--- config.mk ---
export PLATFORM = sky130hd
export DESIGN_NAME = twsp_ctrl
export DESIGN_NICKNAME = d
export VERILOG_FILES = /design/src/hdl/time_window_shortest_path_defines.svh /design/src/hdl/twsp_pkg.sv /design/src/hdl/twsp_ctrl.sv
export SDC_FILE = /design/constraint.sdc
export NUM_CORES = 1
export LEC_CHECK = 0
export BUFFER_PORTS_ARGS = -buffer_cell sky130_fd_sc_hd__buf_2
export CAP_MARGIN = 15
export CORE_AREA = 4 4 41 43
export CTS_CLUSTER_SIZE = 8
export DETAILED_ROUTE_END_ITERATION = 16
export DIE_AREA = 0 0 45 47
export GPL_TIMING_DRIVEN = 0
export RECOVER_POWER = 50
export SYNTH_ARGS = -nofsm -noshare
export SYNTH_HDL_FRONTEND = slang
export SYNTH_SLANG_ARGS = --single-unit
export TNS_END_PERCENT = 50
--- constraint.sdc ---
create_clock -name clk -period 1.3 [get_ports clk]
set_input_delay 0.325 -clock clk [delete_from_list [all_inputs] [get_ports clk]]
set_output_delay 0.325 -clock clk [all_outputs]
set_load 0.02 [all_outputs]
--- src/hdl/time_window_shortest_path_defines.svh ---
// ----------------------------------------------------------------------------
// time_window_shortest_path_defines
// assertion macros for the time window shortest path block
// ----------------------------------------------------------------------------
`ifndef TIME_WINDOW_SHORTEST_PATH_DEFINES_SVH
`define TIME_WINDOW_SHORTEST_PATH_DEFINES_SVH

`ifndef SYNTHESIS
`define TWSP_ASSERT(lbl, clk_s, rst_s, prop, msg) \
  lbl: assert property (@(posedge clk_s) disable iff (!rst_s) prop) else $error(msg);
`define TWSP_ASSERT_ALWAYS(lbl, clk_s, prop, msg) \
  lbl: assert property (@(posedge clk_s) prop) else $error(msg);
`else
`define TWSP_ASSERT(lbl, clk_s, rst_s, prop, msg)
`define TWSP_ASSERT_ALWAYS(lbl, clk_s, prop, msg)
`endif

`endif

--- src/hdl/twsp_pkg.sv ---
// ----------------------------------------------------------------------------
// twsp_pkg
// shared widths, constants and control structs
// ----------------------------------------------------------------------------
package twsp_pkg;

  localparam int NODE_W = 8;
  localparam int TIME_W = 30;
  localparam int ARR_W  = 31;
  localparam int CNT_W  = 9;

  localparam int MAX_NODES_DEF = 256;
  localparam int MAX_EDGES_DEF = 1024;

  localparam logic [ARR_W-1:0] T_INF          = {ARR_W{1'b1}};
  localparam logic [CNT_W-1:0] NODE_COUNT_RST = CNT_W'(256);

  typedef struct packed {
    logic [NODE_W-1:0] src_node;
    logic [NODE_W-1:0] dst_node;
    logic [TIME_W-1:0] window_start;
    logic [TIME_W-1:0] window_end;
  } edge_t;

  typedef struct packed {
    logic store_edge;
    logic job_init;
    logic scan_clr;
    logic scan_issue;
    logic settle;
    logic edge_issue;
    logic edge_eval;
    logic edge_upd;
    logic out_load;
  } cmd_t;

  typedef struct packed {
    logic scan_last;
    logic found;
    logic pick_goal;
    logic edge_done;
    logic out_free;
  } sts_t;

endpackage

--- src/hdl/twsp_ctrl.sv ---
// ----------------------------------------------------------------------------
// twsp_ctrl
// sequencer for edge loading, best-time scans and edge relaxation
// ----------------------------------------------------------------------------
module twsp_ctrl (
  input  logic           clk,
  input  logic           rst_n,
  input  logic           in_valid,
  input  logic           in_last,
  output logic           in_ready,
  input  twsp_pkg::sts_t sts,
  output twsp_pkg::cmd_t cmd
);
  import twsp_pkg::*;

  localparam logic [3:0] ST_LOAD     = 4'd0;
  localparam logic [3:0] ST_INIT     = 4'd1;
  localparam logic [3:0] ST_SCAN     = 4'd2;
  localparam logic [3:0] ST_SCAN_END = 4'd3;
  localparam logic [3:0] ST_DECIDE   = 4'd4;
  localparam logic [3:0] ST_EDGE_RD  = 4'd5;
  localparam logic [3:0] ST_EDGE_EV  = 4'd6;
  localparam logic [3:0] ST_EDGE_WR  = 4'd7;
  localparam logic [3:0] ST_OUT      = 4'd8;

  logic [3:0] state_r, state_nxt;

  always_ff @(posedge clk) begin
    if (!rst_n) begin
      state_r <= ST_LOAD;
    end else begin
      state_r <= state_nxt;
    end
  end

  always_comb begin
    state_nxt = state_r;
    cmd       = '0;
    in_ready  = 1'b0;
    unique case (state_r)
      ST_LOAD: begin
        in_ready       = 1'b1;
        cmd.store_edge = in_valid;
        if (in_valid && in_last) state_nxt = ST_INIT;
      end
      ST_INIT: begin
        cmd.job_init = 1'b1;
        cmd.scan_clr = 1'b1;
        state_nxt    = ST_SCAN;
      end
      ST_SCAN: begin
        cmd.scan_issue = 1'b1;
        if (sts.scan_last) state_nxt = ST_SCAN_END;
      end
      ST_SCAN_END: begin
        state_nxt = ST_DECIDE;
      end
      ST_DECIDE: begin
        if (!sts.found || sts.pick_goal) begin
          state_nxt = ST_OUT;
        end else begin
          cmd.settle = 1'b1;
          state_nxt  = ST_EDGE_RD;
        end
      end
      ST_EDGE_RD: begin
        if (sts.edge_done) begin
          cmd.scan_clr = 1'b1;
          state_nxt    = ST_SCAN;
        end else begin
          cmd.edge_issue = 1'b1;
          state_nxt      = ST_EDGE_EV;
        end
      end
      ST_EDGE_EV: begin
        cmd.edge_eval = 1'b1;
        state_nxt     = ST_EDGE_WR;
      end
      ST_EDGE_WR: begin
        cmd.edge_upd = 1'b1;
        state_nxt    = ST_EDGE_RD;
      end
      ST_OUT: begin
        if (sts.out_free) begin
          cmd.out_load = 1'b1;
          state_nxt    = ST_LOAD;
        end
      end
      default: begin
        state_nxt = ST_LOAD;
      end
    endcase
  end

endmodule

==> summary by stage <==
Run status
The flow ran to the end, but the final reports show violations. The checks that failed: negative setup slack.

Critical path
The critical path startpoint is state_r[0]. The family with the most delay on the worst path is simple AND/OR/NAND/NOR gates. On the worst path, the slowest cell contributes a delay of 550 ps. The capturing element of the worst setup path is cmd[4]. The buffers plus inverters on the worst setup path is 1. The startpoint-to-endpoint class of the critical path is flip-flop to output port.

The depth of the critical timing path with buffers and inverters included is 3. The end of the worst register-to-register path is state_r[0]. In this run the register-to-register setup slack is 30 ps. The signal on the critical path passes through or4b_4, nor2_4, buf_6. Measured in cells, the most critical reg-to-reg path has a length of 4. The source of the worst register-to-register timing path is state_r[0]. The worst setup path is launched from a flip-flop. STA puts the critical path data arrival time at 1330 ps. The largest individual stage delay along the critical path comes from the cell sky130_fd_sc_hd__or4b_4.

In this run the worst path has a maximum fanout of 2. The required arrival time at the worst endpoint is 980 ps. The worst setup path is captured at an output port.

Cells and area
For this run, the share of the core covered by cells in the final layout is 0.4548. The register with the most flip-flops in the layout has 4 of them. The post-route non-filler standard cell count is 82. The number of antenna diodes in the final layout is 0. Counting the fill cells in the layout gives 150. In the final layout, the registers with the most flip-flops are state_r (4). The register with the most flip-flops is state_r. The number of nets in the layout is 78. The register cell area after layout is 85.08 sq um. The area used by multi-input combinational logic is 256.5 sq um.

The area growth from synthesis to final layout is 84.05%. The ratio of cells with drive above 1 in the final layout is 0.6418.

Synth
The number of instances in the synthesized netlist is 40. The proportion of synthesized chip area in sequential cells is 0.2490. The area fraction of the dominant cell type after synthesis is 0.2490. Counting flops with a built-in enable in the synthesized netlist gives 0. After synthesis, the cell types taking the most area are sky130_fd_sc_hd__dfxtp_1 (25%), sky130_fd_sc_hd__buf_6 (7.0%), sky130_fd_sc_hd__and4b_1 (6.2%). In this run, synthesis produced a sequential element count of 4. sky130_fd_sc_hd__dfxtp_1 takes more of the synthesized area than any other cell.

The number of different library cells used by synthesis comes to 25. The total of warnings raised by yosys is 0. The fraction of synthesis flops using an asynchronous set or reset pin is 0. The most frequently used flop master after synthesis is sky130_fd_sc_hd__dfxtp_1.

The summed instance area of the synthesized netlist is 321.6 sq um. The net count after synthesis is 49. The post-synthesis average cell area is 8.039 sq um.

Die
The core footprint is 0.001301 sq mm. In this run the core area contains 13 standard-cell rows. The vertical die dimension is 47 um. The initial utilization of the core area, before any placement, comes to 0.2471. 19 I/O pins were placed. The floorplan step set the die width to 45 um. The die area is 0.002115 sq mm.

Timing
The worst-margin pin slew is 253.6 ps. The portion of the clock cycle consumed by the worst path in the final layout is 1.273. Setup slack on the critical path of the routed design comes to -354.7 ps. The time the worst path needs with I/O delays and setup is 1655 ps.

The final-report hold violation count is 0. Setup repair after global routing could not meet its margin everywhere. The number of setup violations in the final report is 10. In this run the tightest slew margin relative to its limit is 0.8297.

Clock skew on the completed layout was measured at 2.081 ps. The count of pins over their slew limit came to 0. The maximum operating frequency is 0.6043 GHz.

Power
The overall power after layout is 0.0008754 W. The cell leakage power is 0.2810 nW. The worst-case vdd ir drop is 725.3 uV. In this run the power density over the cells is 1479 mW/mm^2.

Global route
The met3 capacity usage during global routing is 0.06897. The via count of the first global-routing pass came to 346. The initial antenna violation count is 0. Entering global routing, the biggest net connects 11 pins. The met1 routing resource usage after global routing is 0.1202. Across every metal layer, demand over resource in global routing totals 0.1034.

Summed over all layers, the global routing overflow is 0. The first-pass GRT wire length is 1518 um. The global routing usage on met2 is 0.1525. met2 is the most crowded layer.

Flow run
The number of max-cap violations is 0.

Clocking
The clock latency of the later-clocked register in the worst-skew pair is 240 ps. TritonCTS built the clock tree. The maximum root-to-sink buffer count is 2. The deepest level of the CTS H-tree is 1. Clock-pin slew was measured on the worst setup and hold paths at 40 ps.

The clock net in this run drives a total of 4 sinks. The cell chosen for the clock root is sky130_fd_sc_hd__clkbuf_4. The number of CTS-inserted buffers is 3.

Route
In this run, the number of DRC markers left after iteration 0 of detailed routing was 4. In the routed design, unresolved DRC markers number 0. The detailed-router iteration count before antenna repair is 3. The final layout contains routed wiring with a total length of 916 um. In the final routed layout, each cell accounts on average for 11.17 um.

The routed layout has 384 vias. The remaining antenna violation count after routing is 0. The via count normalized by instance count is 4.683.

Worst hold path
The source of the worst hold timing path is rst_n. The class of the tightest hold or removal check is primary input to flip-flop.

Placement
The HPWL after detailed placement is 667.4 um. The congestion estimate from routability-driven global placement came to 0.6827. The count of placed standard cells including taps is 73. The number of buffer cells added on primary ports is 18.
## routing by layer
metal / vias up / part of all wire
met2: 12 / 0.47
li1: 197 / -
met1: 173 / 0.46
met4: 0 / 0.0066
met3: 2 / 0.066
met5: - / 0
## worst reg2reg max path: cells and delay by family (launching register included)
| family | cells | cell delay [ps] |
|---|---|---|
| compound gates | 2 | 550 |
| buf+inv | 1 | 240 |
| flops | 1 | 320 |
| simple gates | 1 | 80 |
## Yosys cell counts (all sizes together), types with 2 or more instances
library cell,count
a21oi,3
and4b,2
buf,3
dfxtp,4
inv,3
nand2,3
nand2b,2
nor2,4
## where the power goes
group | switching, W | internal [W] | total (W)
clock | 0.0000539 | 0.000103 | 0.000157
combinational | 0.000277 | 0.000276 | 0.000554
sequential | 0.0000144 | 0.000150 | 0.000164
## kinds of logic (layout without fill, tap and decap cells)
group,after synthesis,in the layout,synth area share
simple gates,20,20,0.4280
compound gates,8,8,0.1634
buf+inv,7,34,0.1323
flops,4,4,0.2490
xor+xnor,1,1,0.02724
## worst min-delay path by stage
stage | slack [ps] | depth (start not counted) | to
3_3_place_gp | 560 | 2 | state_r[2]
4_1_cts | 300 | 2 | state_r[2]
5_1_grt | 310 | 2 | state_r[2]
3_5_place_dp | 560 | 2 | state_r[2]
6_report | 310 | 2 | state_r[2]
2_1_floorplan | 440 | 1 | state_r[2]
## placed cells by master, fill, tap and decap left out, drive strengths merged, types with 2 or more instances in the layout
cell type and instances:
nand2b 2, a21oi 3, buf 27, and4b 2
nand2 3, dfxtp 4, inv 3, nor2 4
clkbuf 4
## through the flow
stage / hold WS, ps / instance area (sq um) / setup TNS, ps / setup WS (ps)
after floorplan: 442.5 / 362.8 / -528.7 / -144.4
after global placement: 559.7 / 471.7 / -585.1 / -245.0
after detailed placement: 555.0 / 471.7 / -707.9 / -265.6
after CTS: 303.3 / 540.5 / -3005 / -395.9
after global routing: 311.5 / 591.8 / -3299 / -401.4
final: 312.3 / 591.8 / -2401 / -354.7
## timing repair
action / in CTS / in global routing
gates resized for setup: 11 / 9
pin swaps: 4 / 4
setup endpoints to repair: 11 / 13
buffers inserted: 2 / 4
hold buffers: 0 / 0
## area by class of cell
type                            count  area share
Buffer                              4     0.05920
Clock buffer                        3     0.03805
Inverter                            3     0.01903
Multi-Input combinational cell     29      0.4334
Sequential cell                     4      0.1438
Tap cell                           15     0.03171
Timing Repair Buffer               24      0.2748
(Power assumes the default switching activity.)
